===== src/design/lecp_pkg.sv =====
// Shared types and constants for the line edit and color command parser.
`default_nettype none
package lecp_pkg;

	localparam int CFG_IDX_W = 3;

	localparam logic [CFG_IDX_W-1:0] REG_RGB_MAX     = 3'd0;
	localparam logic [CFG_IDX_W-1:0] REG_HUE_LIMIT   = 3'd1;
	localparam logic [CFG_IDX_W-1:0] REG_SAT_MAX     = 3'd2;
	localparam logic [CFG_IDX_W-1:0] REG_VAL_MAX     = 3'd3;
	localparam logic [CFG_IDX_W-1:0] REG_DELETE_CODE = 3'd4;

	localparam logic [15:0] RST_RGB_MAX     = 16'd255;
	localparam logic [15:0] RST_HUE_LIMIT   = 16'd360;
	localparam logic [15:0] RST_SAT_MAX     = 16'd100;
	localparam logic [15:0] RST_VAL_MAX     = 16'd100;
	localparam logic [7:0]  RST_DELETE_CODE = 8'd127;

	localparam logic [1:0] ECHO_NONE   = 2'd0;
	localparam logic [1:0] ECHO_BYTE   = 2'd1;
	localparam logic [1:0] ECHO_CRLF   = 2'd2;
	localparam logic [1:0] ECHO_RUBOUT = 2'd3;

	localparam logic [1:0] CMD_UNKNOWN = 2'd0;
	localparam logic [1:0] CMD_RGB     = 2'd1;
	localparam logic [1:0] CMD_HSV     = 2'd2;
	localparam logic [1:0] CMD_HELP    = 2'd3;

	localparam logic [7:0] CH_CR    = 8'h0D;
	localparam logic [7:0] CH_LF    = 8'h0A;
	localparam logic [7:0] CH_BS    = 8'h08;
	localparam logic [7:0] CH_SPACE = 8'h20;
	localparam logic [7:0] CH_ZERO  = 8'h30;
	localparam logic [7:0] CH_NINE  = 8'h39;

	localparam logic [7:0] RGB_CHARS  [3] = '{8'h52, 8'h47, 8'h42};
	localparam logic [7:0] HSV_CHARS  [3] = '{8'h48, 8'h53, 8'h56};
	localparam logic [7:0] HELP_CHARS [4] = '{8'h68, 8'h65, 8'h6C, 8'h70};

	typedef struct packed {
		logic [15:0] rgb_max;
		logic [15:0] hue_limit;
		logic [15:0] sat_max;
		logic [15:0] val_max;
	} lecp_limits_t;

	typedef struct packed {
		logic [1:0]  code;
		logic [15:0] first;
		logic [15:0] second;
		logic [15:0] third;
	} lecp_cmd_t;

endpackage
`default_nettype wire


===== src/design/line_edit_color_command_parser.sv =====
// Top level: terminal line editor, line store, configuration registers and result register.
// Edit bytes (echo, delete, ignored): result valid in the cycle after transfer;
// one byte per cycle while the result side does not stall. Line end: RAM scan of the
// stored line, read drain, three step limit check and result load; input stalls until
// the result is loaded.
// Reset clears the line length and the result valid flag and restores register defaults.
`default_nettype none
module line_edit_color_command_parser #(
	parameter int LINE_CAPACITY = 16
) (
	input  wire logic                           clk,
	input  wire logic                           arst_n,
	input  wire logic                           rx_valid,
	output logic                                rx_stall,
	input  wire logic [7:0]                     rx_byte,
	output logic                                res_valid,
	input  wire logic                           res_stall,
	output logic      [1:0]                     echo_action,
	output logic      [7:0]                     echo_byte,
	output logic                                line_done,
	output logic      [1:0]                     command_code,
	output logic      [15:0]                    first_value,
	output logic      [15:0]                    second_value,
	output logic      [15:0]                    third_value,
	input  wire logic                           cfg_valid,
	output logic                                cfg_ready,
	input  wire logic [lecp_pkg::CFG_IDX_W-1:0] cfg_index,
	input  wire logic [15:0]                    cfg_data
);
	import lecp_pkg::*;

	localparam int LEN_W  = $clog2(LINE_CAPACITY);
	localparam int ADDR_W = $clog2(LINE_CAPACITY - 1);

	lecp_limits_t     limits_q;
	logic [7:0]       del_code_q;
	logic [LEN_W-1:0] len_q;
	logic             res_valid_q;
	logic [1:0]       action_q;
	logic [7:0]       echo_q;
	logic             done_q;
	lecp_cmd_t        res_cmd_q;

	logic              acc;
	logic              is_eol;
	logic              is_del;
	logic              room;
	logic              wr_en;
	logic              take;
	logic              p_busy;
	logic              p_done;
	logic              rd_en;
	logic [ADDR_W-1:0] rd_addr;
	logic [7:0]        rd_data;
	lecp_cmd_t         p_cmd;

	assign cfg_ready = 1'b1;
	assign take      = !res_valid_q || !res_stall;
	assign rx_stall  = p_busy || (res_valid_q && res_stall);
	assign acc       = rx_valid && !rx_stall;
	assign is_eol    = (rx_byte == CH_CR) || (rx_byte == CH_LF);
	assign is_del    = (rx_byte == del_code_q) || (rx_byte == CH_BS);
	assign room      = (len_q != LEN_W'(LINE_CAPACITY - 1));
	assign wr_en     = acc && !is_eol && !is_del && room;

	assign res_valid    = res_valid_q;
	assign echo_action  = action_q;
	assign echo_byte    = echo_q;
	assign line_done    = done_q;
	assign command_code = res_cmd_q.code;
	assign first_value  = res_cmd_q.first;
	assign second_value = res_cmd_q.second;
	assign third_value  = res_cmd_q.third;

	lecp_ram #(.WIDTH(8), .DEPTH(LINE_CAPACITY - 1)) u_line_ram (
		.clk   (clk),
		.we    (wr_en),
		.waddr (len_q[ADDR_W-1:0]),
		.wdata (rx_byte),
		.re    (rd_en),
		.raddr (rd_addr),
		.rdata (rd_data)
	);

	lecp_parser #(.LINE_CAPACITY(LINE_CAPACITY)) u_parser (
		.clk     (clk),
		.arst_n  (arst_n),
		.start   (acc && is_eol),
		.len     (len_q),
		.rd_en   (rd_en),
		.rd_addr (rd_addr),
		.rd_data (rd_data),
		.limits  (limits_q),
		.take    (take),
		.busy    (p_busy),
		.done    (p_done),
		.cmd     (p_cmd)
	);

	always_ff @(posedge clk or negedge arst_n) begin
		if (!arst_n) begin
			limits_q.rgb_max   <= RST_RGB_MAX;
			limits_q.hue_limit <= RST_HUE_LIMIT;
			limits_q.sat_max   <= RST_SAT_MAX;
			limits_q.val_max   <= RST_VAL_MAX;
			del_code_q         <= RST_DELETE_CODE;
		end else if (cfg_valid && cfg_ready) begin
			unique case (cfg_index)
				REG_RGB_MAX:     limits_q.rgb_max   <= cfg_data;
				REG_HUE_LIMIT:   limits_q.hue_limit <= cfg_data;
				REG_SAT_MAX:     limits_q.sat_max   <= cfg_data;
				REG_VAL_MAX:     limits_q.val_max   <= cfg_data;
				REG_DELETE_CODE: del_code_q         <= cfg_data[7:0];
				default: ;
			endcase
		end
	end

	always_ff @(posedge clk or negedge arst_n) begin
		if (!arst_n) begin
			len_q <= '0;
		end else if (acc) begin
			if (is_eol) len_q <= '0;
			else if (is_del) begin
				if (len_q != '0) len_q <= len_q - 1'b1;
			end else if (room) len_q <= len_q + 1'b1;
		end
	end

	always_ff @(posedge clk or negedge arst_n) begin
		if (!arst_n) begin
			res_valid_q <= 1'b0;
		end else if (acc && !is_eol) begin
			res_valid_q <= 1'b1;
		end else if (p_done && take) begin
			res_valid_q <= 1'b1;
		end else if (!res_stall) begin
			res_valid_q <= 1'b0;
		end
	end

	always_ff @(posedge clk) begin
		if (acc && !is_eol) begin
			done_q    <= 1'b0;
			res_cmd_q <= '{code: CMD_UNKNOWN, first: '0, second: '0, third: '0};
			if (is_del) begin
				action_q <= ECHO_RUBOUT;
				echo_q   <= '0;
			end else if (room) begin
				action_q <= ECHO_BYTE;
				echo_q   <= rx_byte;
			end else begin
				action_q <= ECHO_NONE;
				echo_q   <= '0;
			end
		end else if (p_done && take) begin
			action_q  <= ECHO_CRLF;
			echo_q    <= '0;
			done_q    <= 1'b1;
			res_cmd_q <= p_cmd;
		end
	end

endmodule
`default_nettype wire


===== src/design/lecp_ram.sv =====
// Generic single-write, single-read RAM with registered read data.
`default_nettype none
module lecp_ram #(
	parameter int WIDTH = 8,
	parameter int DEPTH = 15,
	localparam int ADDR_W = $clog2(DEPTH)
) (
	input  wire logic              clk,
	input  wire logic              we,
	input  wire logic [ADDR_W-1:0] waddr,
	input  wire logic [WIDTH-1:0]  wdata,
	input  wire logic              re,
	input  wire logic [ADDR_W-1:0] raddr,
	output logic      [WIDTH-1:0]  rdata
);

	logic [WIDTH-1:0] mem_q [DEPTH];

	always_ff @(posedge clk) begin
		if (we) begin
			mem_q[waddr] <= wdata;
		end
		if (re) begin
			rdata <= mem_q[raddr];
		end
	end

endmodule
`default_nettype wire


===== src/design/lecp_parser.sv =====
// Line parser: walks the stored line through one digit accumulator and one limit comparator.
`default_nettype none
module lecp_parser #(
	parameter int LINE_CAPACITY = 16,
	localparam int LEN_W = $clog2(LINE_CAPACITY),
	localparam int ADDR_W = $clog2(LINE_CAPACITY - 1)
) (
	input  wire logic                   clk,
	input  wire logic                   arst_n,
	input  wire logic                   start,
	input  wire logic [LEN_W-1:0]       len,
	output logic                        rd_en,
	output logic      [ADDR_W-1:0]      rd_addr,
	input  wire logic [7:0]             rd_data,
	input  wire lecp_pkg::lecp_limits_t limits,
	input  wire logic                   take,
	output logic                        busy,
	output logic                        done,
	output lecp_pkg::lecp_cmd_t         cmd
);
	import lecp_pkg::*;

	typedef enum logic [1:0] {P_IDLE, P_SCAN, P_CHECK, P_DONE} pstate_t;

	pstate_t          state_q;
	logic [LEN_W-1:0] len_q;
	logic [LEN_W-1:0] rd_pos_q;
	logic [LEN_W-1:0] ev_pos_q;
	logic             ev_valid_q;
	logic             rgb_q;
	logic             hsv_q;
	logic             help_q;
	logic             fail_q;
	logic             ok_q;
	logic [1:0]       grp_q;
	logic [1:0]       chk_idx_q;
	logic [15:0]      val_q [3];
	lecp_cmd_t        cmd_q;

	logic        is_digit;
	logic        is_space;
	logic [1:0]  acc_sel;
	logic [15:0] acc_in;
	logic [15:0] acc_out;
	logic [15:0] cmp_a;
	logic [15:0] cmp_lim;
	logic        cmp_strict;
	logic        cmp_pass;
	logic        ok_final;

	assign rd_en   = (state_q == P_SCAN) && (rd_pos_q != len_q);
	assign rd_addr = rd_pos_q[ADDR_W-1:0];
	assign busy    = (state_q != P_IDLE);
	assign done    = (state_q == P_DONE);
	assign cmd     = cmd_q;

	assign is_digit = (rd_data >= CH_ZERO) && (rd_data <= CH_NINE);
	assign is_space = (rd_data == CH_SPACE);

	// value = value * 10 + digit, wrapping at 16 bits
	assign acc_sel = (grp_q == 2'd0) ? 2'd0 : grp_q - 2'd1;
	always_comb begin
		unique case (acc_sel)
			2'd0:    acc_in = val_q[0];
			2'd1:    acc_in = val_q[1];
			default: acc_in = val_q[2];
		endcase
	end
	assign acc_out = (acc_in << 3) + (acc_in << 1) + {12'd0, rd_data[3:0]};

	always_comb begin
		unique case (chk_idx_q)
			2'd0: begin
				cmp_a      = val_q[0];
				cmp_lim    = hsv_q ? limits.hue_limit : limits.rgb_max;
				cmp_strict = hsv_q;
			end
			2'd1: begin
				cmp_a      = val_q[1];
				cmp_lim    = hsv_q ? limits.sat_max : limits.rgb_max;
				cmp_strict = 1'b0;
			end
			default: begin
				cmp_a      = val_q[2];
				cmp_lim    = hsv_q ? limits.val_max : limits.rgb_max;
				cmp_strict = 1'b0;
			end
		endcase
	end
	assign cmp_pass = (cmp_a < cmp_lim) || (!cmp_strict && (cmp_a == cmp_lim));
	assign ok_final = ok_q && cmp_pass;

	always_ff @(posedge clk or negedge arst_n) begin
		if (!arst_n) begin
			state_q    <= P_IDLE;
			ev_valid_q <= 1'b0;
		end else begin
			unique case (state_q)
				P_IDLE: begin
					if (start) begin
						state_q    <= P_SCAN;
						len_q      <= len;
						rd_pos_q   <= '0;
						ev_valid_q <= 1'b0;
						rgb_q      <= (32'(len) >= 32'd3);
						hsv_q      <= (32'(len) >= 32'd3);
						help_q     <= (32'(len) == 32'd4);
						fail_q     <= 1'b0;
						grp_q      <= 2'd0;
						val_q[0]   <= '0;
						val_q[1]   <= '0;
						val_q[2]   <= '0;
					end
				end
				P_SCAN: begin
					if (rd_en) begin
						rd_pos_q   <= rd_pos_q + 1'b1;
						ev_pos_q   <= rd_pos_q;
						ev_valid_q <= 1'b1;
					end else begin
						ev_valid_q <= 1'b0;
					end
					if (ev_valid_q) begin
						if (ev_pos_q < LEN_W'(3)) begin
							if (rd_data != RGB_CHARS[ev_pos_q[1:0]]) rgb_q <= 1'b0;
							if (rd_data != HSV_CHARS[ev_pos_q[1:0]]) hsv_q <= 1'b0;
						end else if (is_space) begin
							if (grp_q == 2'd3) fail_q <= 1'b1;
							else grp_q <= grp_q + 2'd1;
						end else if (is_digit) begin
							if (grp_q == 2'd0) fail_q <= 1'b1;
							else val_q[acc_sel] <= acc_out;
						end else begin
							fail_q <= 1'b1;
						end
						if (32'(ev_pos_q) < 32'd4) begin
							if (rd_data != HELP_CHARS[ev_pos_q[1:0]]) help_q <= 1'b0;
						end
					end
					if (!rd_en && !ev_valid_q) begin
						state_q   <= P_CHECK;
						chk_idx_q <= 2'd0;
						ok_q      <= (rgb_q || hsv_q) && !fail_q && (grp_q == 2'd3);
					end
				end
				P_CHECK: begin
					ok_q      <= ok_final;
					chk_idx_q <= chk_idx_q + 2'd1;
					if (chk_idx_q == 2'd2) begin
						state_q <= P_DONE;
						if (help_q) begin
							cmd_q <= '{code: CMD_HELP, first: '0, second: '0, third: '0};
						end else if (ok_final) begin
							cmd_q <= '{code: rgb_q ? CMD_RGB : CMD_HSV,
								first: val_q[0], second: val_q[1], third: val_q[2]};
						end else begin
							cmd_q <= '{code: CMD_UNKNOWN, first: '0, second: '0, third: '0};
						end
					end
				end
				P_DONE: begin
					if (take) state_q <= P_IDLE;
				end
				default: state_q <= P_IDLE;
			endcase
		end
	end

endmodule
`default_nettype wire


===== config.mk =====
export PLATFORM = sky130hd
export DESIGN_NAME = line_edit_color_command_parser
export DESIGN_NICKNAME = d
export VERILOG_FILES = /design/src/design/lecp_pkg.sv /design/src/design/line_edit_color_command_parser.sv /design/src/design/lecp_ram.sv /design/src/design/lecp_parser.sv
export SDC_FILE = /design/constraint.sdc
export NUM_CORES = 1
export LEC_CHECK = 0
export BUFFER_PORTS_ARGS = -buffer_cell sky130_fd_sc_hd__buf_2
export CORE_ASPECT_RATIO = 2
export CORE_MARGIN = 2
export CORE_UTILIZATION = 55
export CTS_CLUSTER_DIAMETER = 200
export CTS_CLUSTER_SIZE = 25
export DETAILED_ROUTE_END_ITERATION = 10
export PLACE_DENSITY = 0.75
export SLEW_MARGIN = 20
export SYNTH_ARGS = -nofsm -noshare
export SYNTH_HDL_FRONTEND = slang
export SYNTH_SLANG_ARGS = --single-unit

===== constraint.sdc =====
create_clock -name clk -period 3.4 [get_ports clk]
set_input_delay 0.17 -clock clk [delete_from_list [all_inputs] [get_ports clk]]
set_output_delay 0.17 -clock clk [all_outputs]
set_load 0.005 [all_outputs]

==> results of run 1 <==
state kept, by name, summed over array words and instances, names as in the netlist, 4 cells and up:
signal,cells
first_value,16
second_value,16
u_line_ram.rdata,8
third_value,16
u_parser.val_q,48
u_parser.ev_pos_q,4
u_parser.len_q,4
u_line_ram.mem_q,120
del_code_q,8
u_parser.cmd,50
u_parser.rd_addr,4
limits_q,64
echo_byte,8
len_q,4
stage by stage:
step	setup TNS, ns	power (mW)
floorplan	0	8.77
global placement	-0.162	9.98
detailed placement	-1.01	10.1
CTS	-0.0201	12.7
global route	-1.81	13.4
finish	-0.0285	12.7
report_power, final:
part	switching, mW	total [mW]	internal, mW
clock network	1.41	2.49	1.08
registers	0.453	6.32	5.87
logic	2.21	3.92	1.71
total	4.08	12.7	8.66
layout make-up:
cell class | count | area share
sequential | 388 | 0.541
tap | 423 | 0.0266
clock inverter | 2 | 0.00126
clock buffer | 32 | 0.0263
inverter | 31 | 0.00597
multi-input combinational | 866 | 0.332
timing repair buffer | 194 | 0.0671
timing repair:
action                                  in CTS  in global routing
pin swaps                                   16                 22
endpoints found under the setup margin      18                 74
buffers inserted                             4                  2
endpoints found under the hold margin      100                  0
hold buffers                                18                  0
resized for setup                           31                 51
cells in the mapped netlist (all sizes together), types with 2 or more instances:
library cell / count
nor4: 7
and4b: 3
mux2: 73
o211ai: 2
nand2b: 4
nor2b: 11
mux4: 32
and2: 28
xor2: 13
fa: 3
o22ai: 2
nor2: 72
and3: 51
edfxtp: 257
o31ai: 3
a31o: 3
ha: 61
o21a: 2
a31oi: 5
xnor2: 24
or2: 3
nand4: 7
inv: 31
clkbuf: 58
nor3b: 3
nand2: 198
a21oi: 77
nor3: 14
a21o: 8
dfstp: 25
dfrtp: 55
or3: 2
a22oi: 45
mux2i: 12
buf: 17
and3b: 2
dfxtp: 51
a211oi: 4
nand3: 32
o21ai: 48
cell usage in the layout (no fill, tap or decap), types with 5 or more instances in the layout:
cell type	count
buf_2	93
dfrtp_1	55
ha_1	44
xor2_1	12
ha_2	5
a21oi_1	73
o21ai_2	7
inv_1	26
ha_4	12
o21ai_1	9
dfstp_2	25
mux2i_1	12
buf_4	75
and3_1	50
mux4_2	15
nor2_1	69
mux4_1	17
edfxtp_1	257
nor2b_1	8
a21o_1	8
and2_1	26
nand3_1	32
clkbuf_16	19
nor3_1	11
mux2_2	72
nand4_1	7
clkbuf_1	13
xnor2_1	22
a22oi_1	40
nand2_1	196
a22oi_2	5
dlygate4sd3_1	18
o21ai_0	30
dfxtp_1	51
critical path, stage by stage, from the launching register on:
cell      delay (ns)
edfxtp_1        0.50
buf_6           0.15
ha_4            0.21
nand2_1         0.12
o21ai_4         0.09
inv_2           0.05
fa_1            0.52
inv_2           0.05
fa_2            0.33
a21o_1          0.19
a221oi_2        0.26
buf_4           0.17
buf_4           0.11
nor3_4          0.05
a211oi_4        0.30
nor2_1          0.09
routing by layer:
metal  up-vias  global-route usage
li1       5240                   -
met1      5477               0.238
met2       319               0.462
met3       134              0.0207
met4         0               0.165
met5         -                   0
cell families after synthesis:
group           synth area share
other cells             0.000215
xor+xnor                  0.0185
mux                       0.0990
flops                      0.616
simple gates               0.119
fa+ha+maj                 0.0471
compound gates            0.0736
buf+inv                   0.0264
worst paths after layout:
| kind | from | endpoint | slack, ns |
|---|---|---|---|
| max | u_parser.grp_q[1] | u_parser.val_q[0][14] | -0.02 |
| min | rx_byte[5] | u_line_ram.mem_q[14][5] | 0.06 |
| max reg2reg | u_parser.grp_q[1] | u_parser.val_q[0][14] | -0.02 |
| min reg2reg | second_value[9] | second_value[9] | 0.45 |
| max in group asynchronous | arst_n | limits_q[4] | 2.09 |
| min in group asynchronous | arst_n | limits_q[27] | 0.09 |
==> flow_summary_export.csv, run 1 <==
group,metric,value,unit
pwr,leakage,7.81,nW
yosys,synth_top_area_share,0.442,
yosys,syn-num-nets,1456,
clocking,worstSkewPairLatency,0.54,ns
floorplanning,core,31400,um^2
cells_and_area,n_antenna_cell,0,
timing,layout_setup_ws,-0.0187,ns
drt,routed.top_layer,"met4",
yosys,synthFlopType,"edfxtp_1",
critical_path,worst-path-max-fanout,8,
cells_and_area,fin_cells,1936,
cells_and_area,finalNetCount,1596,
clocking,cts_root_buf,"clkbuf_16",
yosys,synth_seq_cells,388,
floorplanning,initial_core_util,0.556,
floorplanning,pin_count,96,
critical_path,ff2ff_path_depth,15,
timing,relSlewSlack,0.365,
critical_path,critPathKind,"flop to flop",
drt,wl_met3,1140,um
drt,via_per_inst,5.77,
yosys,synthesis.area,17500,um^2
placement,hpwlAfterDp,29900,um
yosys,syn_inst,1360,
cells_and_area,layout-drive-gt1-share,0.252,
drt,drt_first_iter_violations,668,
global_routing,grt_pass1_vias,11300,
placement,gp_congestion,0.965,
status,violations,"setup timing",
timing,fmax,293,MHz
floorplanning,dieArea,33300,um^2
drt,drt-met1-wl,13400,um
drt,wl,40300,um
drt,dr.pass1.iters,6,
flow_run,maxCapViolCount,0,
clocking,cts_sinks,388,
yosys,yosys_warnings,0,
yosys,yosys-top-cells-area,"edfxtp_1 44%, dfrtp_1 7.9%, dfxtp_1 5.8%",
floorplanning,dieHeight,256,um
clocking,htreeDepth,1,
cells_and_area,final_cell_area,19900,um^2
pwr,power_density,639,nW/um^2
critical_path,required,3.70,ns
global_routing,antenna_found_initial,0,
yosys,ys_async_sr_fraction,0.206,
critical_path,worstSetupEndpointType,"flop",
timing,fin_crit,3.42,ns
drt,drtAntennaViolNets,0,
drt,met2_length,22600,um
hold_path,worstHoldPathCells,1,
cells_and_area,area_growth,14.0,%
yosys,seq_area_frac_synth,0.616,
cells_and_area,regArea,10800,um^2
yosys,synth_top_cell_by_area,"edfxtp_1",
drt,drc_errors,0,
critical_path,start_kind,"flop",
clocking,cts_buffers,19,
timing,fin_crit_sh,1.01,
drt,vias,11200,
floorplanning,die_w,130,um
global_routing,grt_start_max_net_pins,54,
pwr,vdd_drop_max,0.578,mV
placement,place_ws,-0.150,ns
global_routing,grt_pass1_wl,61500,um
yosys,synth_area_per_cell,12.9,um^2
yosys,yosysUniqueCellTypes,70,
placement,placed_area,18800,um^2
cells_and_area,utilization,0.634,
clocking,cts_tree,"built",
status,status,"finished, violations left",
global_routing,gr-total-overflow,0,
yosys,synth_edf_count,257,
placement,portBuffers,94,
timing,rsz0062_at_grt,"true",
placement,dp.cells,1879,
clocking,cts.path.max_buffers,3,
timing,finClkSkew,0.0278,ns
floorplanning,num_rows,92,
timing,finalSetupViolCount,2,
cells_and_area,fill_cells,2345,
clocking,cts.clk_slew.worst_paths,0.11,ns
timing,final_max_slew_viol_count,0,
global_routing,track_usage,0.242,
timing,hold_ws,0.0627,ns
timing,finalHoldViolCount,0,
drt,wl_per_cell,20.8,um
timing,worstMarginPinSlew,0.950,ns
critical_path,arrival,3.72,ns
cells_and_area,multi_input_area,6610,um^2
hold_path,min_path_type,"primary input to flop",
No activity file was read; power rests on OpenSTA's default activity.
==> run 2, diff against run 1 <==
--- a/config.mk
+++ b/config.mk
@@ -8,11 +8,11 @@
 export BUFFER_PORTS_ARGS = -buffer_cell sky130_fd_sc_hd__buf_2
 export CORE_ASPECT_RATIO = 2
 export CORE_MARGIN = 2
-export CORE_UTILIZATION = 55
+export CORE_UTILIZATION = 57
 export CTS_CLUSTER_DIAMETER = 200
 export CTS_CLUSTER_SIZE = 25
 export DETAILED_ROUTE_END_ITERATION = 10
-export PLACE_DENSITY = 0.75
+export PLACE_DENSITY = 0.74
 export SLEW_MARGIN = 20
 export SYNTH_ARGS = -nofsm -noshare
 export SYNTH_HDL_FRONTEND = slang
==> constraint.sdc (replaced) <==
create_clock -name clk -period 3.9 [get_ports clk]
set_input_delay 0.195 -clock clk [delete_from_list [all_inputs] [get_ports clk]]
set_output_delay 0.195 -clock clk [all_outputs]
set_load 0.005 [all_outputs]
==> run 2 against run 1 <==
  * The run now ends clean
  * Largest power group unchanged
  * Critical path type unchanged
  * Clock skew rose by 0.012 ns
  * Core utilization shrank 0.086 points
  * Critical path depth shrank 3
  * Via count shrank 2.6%
  * Sequential share of layout area rose by 2.3 points
  * Largest cell class unchanged
  * Critical endpoint unchanged
==> flow_summary_export.csv, run 2 (synthesized netlist as in run 1, its figures left out) <==
group,metric,value,unit
critical_path,worst-path-max-fanout,16,
placement,hpwlAfterDp,28700,um
cells_and_area,layout_commonest_cell,"edfxtp_1",
timing,finalHoldViolCount,0,
pwr,leakage,7.51,nW
pwr,vdd_drop_max,0.634,mV
hold_path,min_path_type,"primary input to flop",
placement,placed_area,18300,um^2
floorplanning,num_rows,90,
global_routing,antenna_found_initial,0,
timing,finClkSkew,0.0399,ns
floorplanning,dieHeight,252,um
clocking,worstSkewPairLatency,0.55,ns
placement,gp_congestion,0.988,
cells_and_area,largest_register_ffs,120,
cells_and_area,regArea,10800,um^2
critical_path,critPathKind,"flop to flop",
timing,finalSetupViolCount,0,
drt,drc_errors,0,
critical_path,cpPeakStageDelay,0.46,ns
global_routing,grt_pass1_wl,60900,um
timing,layout_setup_ws,0.250,ns
drt,dr.pass1.iters,5,
timing,relSlewSlack,0.324,
cells_and_area,fin_cells,1831,
critical_path,cp_common_cell,"ha_1",
critical_path,cp_slowest_cell,"edfxtp_1",
drt,drtAntennaViolNets,0,
cells_and_area,finalNetCount,1547,
clocking,cts.clk_slew.worst_paths,0.10,ns
placement,portBuffers,94,
drt,via_per_inst,5.94,
flow_run,maxCapViolCount,0,
critical_path,start_kind,"flop",
timing,fin_crit_sh,0.936,
global_routing,met1_usage,0.251,
clocking,cts.path.max_buffers,3,
critical_path,worst-path-buf-inv,2,
clocking,cts_setup_buffers,0,
drt,drt_first_iter_violations,570,
cells_and_area,multi_input_area,6280,um^2
cells_and_area,n_antenna_cell,0,
clocking,cts_buffers,19,
global_routing,gr-total-overflow,0,
drt,wl_per_cell,21.3,um
timing,final_max_slew_viol_count,0,
floorplanning,initial_core_util,0.579,
clocking,cts_root_buf,"clkbuf_16",
critical_path,required,4.19,ns
timing,fin_tns_setup,0,ns
placement,dp.cells,1779,
global_routing,track_usage,0.248,
drt,wl,38900,um
pwr,power,10.8,mW
cells_and_area,regMostFlops,"u_line_ram.mem_q",
timing,fin_crit,3.65,ns
cells_and_area,final_cell_area,19100,um^2
floorplanning,pin_count,96,
global_routing,grt-busiest-layer,"met2",
cells_and_area,layout-drive-gt1-share,0.195,
global_routing,grtUsageMet2,0.475,
placement,place_ws,0.152,ns
timing,hold_ws,0.0926,ns
floorplanning,dieArea,32200,um^2
critical_path,cp_cell_sequence,"ha_1 > buf_4 > buf_4 > o21ai_1 > ha_1 > ha_1 > a21o_1 > a21oi_1 > o21ai_0 > a221o_1 > a211oi_2 > nor2_1",
drt,vias,10900,
timing,fmax,274,MHz
cells_and_area,layout_common_cells,"257 x edfxtp_1, 197 x nand2_1, 93 x buf_2",
cells_and_area,fill_cells,2319,
floorplanning,die_w,128,um
global_routing,grt_start_max_net_pins,57,
global_routing,met3_usage,0.0242,
clocking,htreeDepth,1,
cells_and_area,utilization,0.633,
critical_path,arrival,3.94,ns
pwr,power_density,565,nW/um^2
critical_path,rrSetupSlack,0.25,ns
critical_path,cp_top_family,"compound AO/OA/AOI/OAI gates",
timing,rsz0062_at_grt,"false",
floorplanning,core,30200,um^2
global_routing,grt_pass1_vias,11000,
cells_and_area,area_growth,9.31,%
critical_path,worstSetupEndpointType,"flop",
clocking,cts_tree,"built",
clocking,cts_sinks,388,
status,status,"complete, no violations",
timing,worstMarginPinSlew,1.01,ns
## run 2: changes by cell type in the layout (fill, tap and decap cells not counted), moves of 9 or more
cell,change
buf_4,-43
o21ai_0,+9
ha_1,+17
ha_4,-12
## run 2: what timing repair did
| action | CTS | global route |
|---|---|---|
| setup endpoints to repair | 0 | 8 |
| endpoints found under the hold margin | 97 | 0 |
| hold buffers | 18 | 0 |
| resized for setup | 0 | 7 |
## run 2: layer usage
metal,vias to the layer above,share of wire,routed length [um]
li1,5129,-,-
met1,5310,0.33,13000
met2,332,0.56,21800
met3,113,0.039,1520
met4,0,0.068,2660
met5,-,0,0
## run 2: layout make-up
cell class / count / area share
multi-input cells: 866 / 0.329
well taps: 368 / 0.0241
inverters: 31 / 0.00609
flip-flops and latches: 388 / 0.564
repair buffers: 145 / 0.0485
clock buffers: 31 / 0.0272
clock inverters: 2 / 0.00131
## run 2: final timing paths
| kind | endpoint | startpoint | cells past startpoint |
|---|---|---|---|
| worst max-delay path | u_parser.val_q[0][14] | u_parser.grp_q[1] | 12 |
| worst min-delay path | u_line_ram.mem_q[12][5] | rx_byte[5] | 1 |
| worst max register to register | u_parser.val_q[0][14] | u_parser.grp_q[1] | 12 |
| worst min register to register | second_value[9] | second_value[9] | 2 |
| max in group asynchronous | limits_q[45] | arst_n | 3 |
| min in group asynchronous | res_valid | arst_n | 2 |
## run 2: where the power goes
group	total (mW)	switching, mW	internal, mW	leakage (nW)
Combinational	3.13	1.82	1.31	3.55
Clock	2.18	1.24	0.938	0.260
Sequential	5.49	0.378	5.11	3.70
Total	10.8	3.44	7.37	7.51
==> run 3, diff against run 2 <==
--- a/config.mk
+++ b/config.mk
@@ -5,6 +5,7 @@
 export SDC_FILE = /design/constraint.sdc
 export NUM_CORES = 1
 export LEC_CHECK = 0
+export ABC_AREA = 1
 export BUFFER_PORTS_ARGS = -buffer_cell sky130_fd_sc_hd__buf_2
 export CORE_ASPECT_RATIO = 2
 export CORE_MARGIN = 2
==> run 3 against run 2 <==
  * Largest cell class unchanged
  * Synthesized area up 2.3%
  * Flip-flop and latch count stayed put
  * Sequential share of layout area down 1.1 points
  * Critical path type unchanged
  * Die area up 2.2%
==> flow_summary_export.csv, run 3 <==
group,metric,value,unit
status,status,"complete, no violations",
drt,drt_first_iter_violations,880,
hold_path,min_path_type,"primary input to flop",
placement,dp.cells,2252,
cells_and_area,layout_common_cells,"331 x nand2_1, 257 x edfxtp_1, 196 x nor2_1",
global_routing,grt_start_max_net_pins,74,
yosys,synth-xor-area-share,0.0147,
flow_run,maxCapViolCount,0,
yosys,synth-adder-area-share,0.0460,
critical_path,start_kind,"flop",
yosys,synth-simple-area-share,0.166,
cells_and_area,area_growth,8.94,%
yosys,ys_async_sr_fraction,0.206,
critical_path,critPathKind,"flop to flop",
clocking,htreeDepth,1,
timing,final_max_slew_viol_count,0,
clocking,cts_sinks,388,
critical_path,arrival,3.96,ns
floorplanning,initial_core_util,0.579,
clocking,cts.path.max_buffers,3,
yosys,synth_compound_area_frac,0.112,
placement,gp_congestion,0.951,
drt,wl_per_cell,18.7,um
cells_and_area,regArea,10800,um^2
global_routing,grt_pass1_vias,12700,
pwr,power_density,581,nW/um^2
drt,drc_errors,0,
pwr,leakage,7.98,nW
cells_and_area,largest_register_ffs,120,
placement,portBuffers,94,
critical_path,worstSetupEndpointType,"flop",
global_routing,track_usage,0.263,
timing,finalSetupViolCount,0,
floorplanning,num_rows,91,
yosys,yosys_warnings,0,
timing,fin_crit,3.66,ns
drt,drtAntennaViolNets,0,
yosys,seq_area_frac_synth,0.602,
pwr,switchingPower,4.00,mW
drt,vias,13000,
timing,fin_crit_sh,0.939,
yosys,synth_top_cell_by_area,"edfxtp_1",
cells_and_area,fin_cells,2304,
floorplanning,dieHeight,254,um
cells_and_area,layout-drive-gt1-share,0.116,
timing,finalHoldViolCount,0,
cells_and_area,layout_commonest_cell,"nand2_1",
yosys,synth_area_per_cell,9.94,um^2
pwr,p_clk_frac,0.194,
yosys,synth_top_family_by_area,"simple AND/OR/NAND/NOR gates",
placement,place_ws,0.295,ns
yosys,yosysMostFrequentCell,"nand2_1",
yosys,yosys-top-cells-area,"edfxtp_1 43%, dfrtp_1 7.7%, nand2_1 7.0%",
clocking,worstSkewPairLatency,0.55,ns
clocking,cts_buffers,19,
pwr,power_frac_seq,0.482,
floorplanning,core,30900,um^2
critical_path,worst-path-max-fanout,15,
pwr,p_sw_frac,0.354,
cells_and_area,regMostFlops,"u_line_ram.mem_q",
drt,dr.pass1.iters,8,
timing,finClkSkew,0.0395,ns
cells_and_area,finalNetCount,1969,
clocking,cts_tree,"built",
yosys,synth_top_area_share,0.432,
timing,fin_tns_setup,0,ns
yosys,synth_edf_count,257,
placement,hpwlAfterDp,31000,um
yosys,synthMuxAreaShare,0,
pwr,combPwrFrac,0.324,
timing,rsz0062_at_grt,"false",
floorplanning,pin_count,96,
yosys,synthesis.area,17900,um^2
timing,relSlewSlack,0.301,
drt,wl,43000,um
floorplanning,die_w,129,um
clocking,cts_root_buf,"clkbuf_16",
timing,worstMarginPinSlew,1.05,ns
yosys,synthFlopType,"edfxtp_1",
global_routing,gr-total-overflow,0,
cells_and_area,fill_cells,2502,
floorplanning,dieArea,32900,um^2
pwr,p_int,7.31,mW
global_routing,antenna_found_initial,0,
clocking,cts_resized,0,
drt,via_per_inst,5.65,
cells_and_area,n_antenna_cell,0,
timing,layout_setup_ws,0.239,ns
yosys,syn-num-nets,1895,
pwr,vdd_drop_max,0.560,mV
clocking,cts.clk_slew.worst_paths,0.10,ns
global_routing,grt_pass1_wl,66500,um
yosys,synth_common_cells,"332 x nand2_1, 257 x edfxtp_1, 198 x nor2_1, 164 x inv_1, 136 x o21ai_0",
cells_and_area,multi_input_area,6100,um^2
yosys,yosysUniqueCellTypes,47,
timing,fmax,273,MHz
yosys,synth_seq_cells,388,
pwr,power,11.3,mW
critical_path,required,4.20,ns
clocking,cts_setup_buffers,0,
yosys,syn_inst,1799,
run 3: changes by cell type in the layout (fill, tap and decap cells not counted), moves of 33 or more:
| cell | previous run | this run |
|---|---|---|
| inv_1 | 30 | 164 |
| nand2_1 | 197 | 331 |
| nor2_1 | 68 | 196 |
| o21ai_0 | 39 | 136 |
| nand3_1 | 32 | 115 |
| mux2_2 | 72 | 0 |
| and3_1 | 50 | 0 |
| a22oi_1 | 45 | 12 |
run 3: what timing repair did:
action,4_1_cts,5_1_grt
setup endpoints to repair,0,0
hold buffers,16,0
endpoints found under the hold margin,68,0
run 3: power by group through the flow:
stage          Clock, mW  Combinational [mW]  Sequential (mW)
2_1_floorplan          0                2.45             5.48
3_3_place_gp           0                3.53             5.51
3_5_place_dp           0                3.63             5.53
4_1_cts             2.23                3.66             5.45
5_1_grt             2.35                4.11             5.51
6_report            2.19                3.66             5.45
run 3: layout make-up:
class | count | area share
sequential | 388 | 0.553
multi-input combinational | 1151 | 0.313
timing repair buffer | 141 | 0.0457
inverter | 172 | 0.0331
clock buffer | 32 | 0.0269
tap | 418 | 0.0269
clock inverter | 2 | 0.00128
run 3: cells by family after synthesis:
group / Yosys count
adders and majority gates: 64
xor gates and xnor gates: 30
buffers and inverters: 260
other: 1
DFF: 388
AOI/OAI and AO/OA: 350
and+or+nand+nor: 706
run 3: worst paths after layout:
kind	startpoint	endpoint	slack, ns	cells after the start
hold reg to reg	second_value[5]	second_value[5]	0.46	2
setup / recovery	u_parser.grp_q[0]	u_parser.val_q[1][11]	0.24	14
min in group asynchronous	arst_n	u_parser.state_q[1]	0.04	2
hold / removal	cfg_data[7]	limits_q[7]	0.02	3
max in group asynchronous	arst_n	limits_q[9]	2.72	3
setup reg to reg	u_parser.grp_q[0]	u_parser.val_q[1][11]	0.24	14
run 3: worst max-delay path: stages (launching register included):
cell and delay, ns:
edfxtp_1 0.44, inv_1 0.13, ha_1 0.56, o211ai_1 0.17, o21ai_0 0.10, inv_1 0.12
ha_1 0.31, ha_1 0.37, a21oi_1 0.14, nand2_1 0.17, nand3_1 0.11, nand2_1 0.13
a21oi_1 0.19, xor2_1 0.35, nor2_1 0.08
run 3: stage by stage:
stage                util  hold WS [ns]  area (um^2)
finish              0.631        0.0173        19500
global route        0.631        0.0257        19500
CTS                 0.630        0.0124        19400
detailed placement  0.607        0.0610        18700
global placement    0.607        0.0604        18700
floorplan               -        -0.101        17900
run 3: per-layer routing:
metal | vias up | global-route usage | part of all wire
li1 | 6268 | - | -
met1 | 6185 | 0.274 | 0.35
met2 | 420 | 0.499 | 0.55
met3 | 143 | 0.0206 | 0.035
met4 | 0 | 0.161 | 0.069
met5 | - | 0 | 0
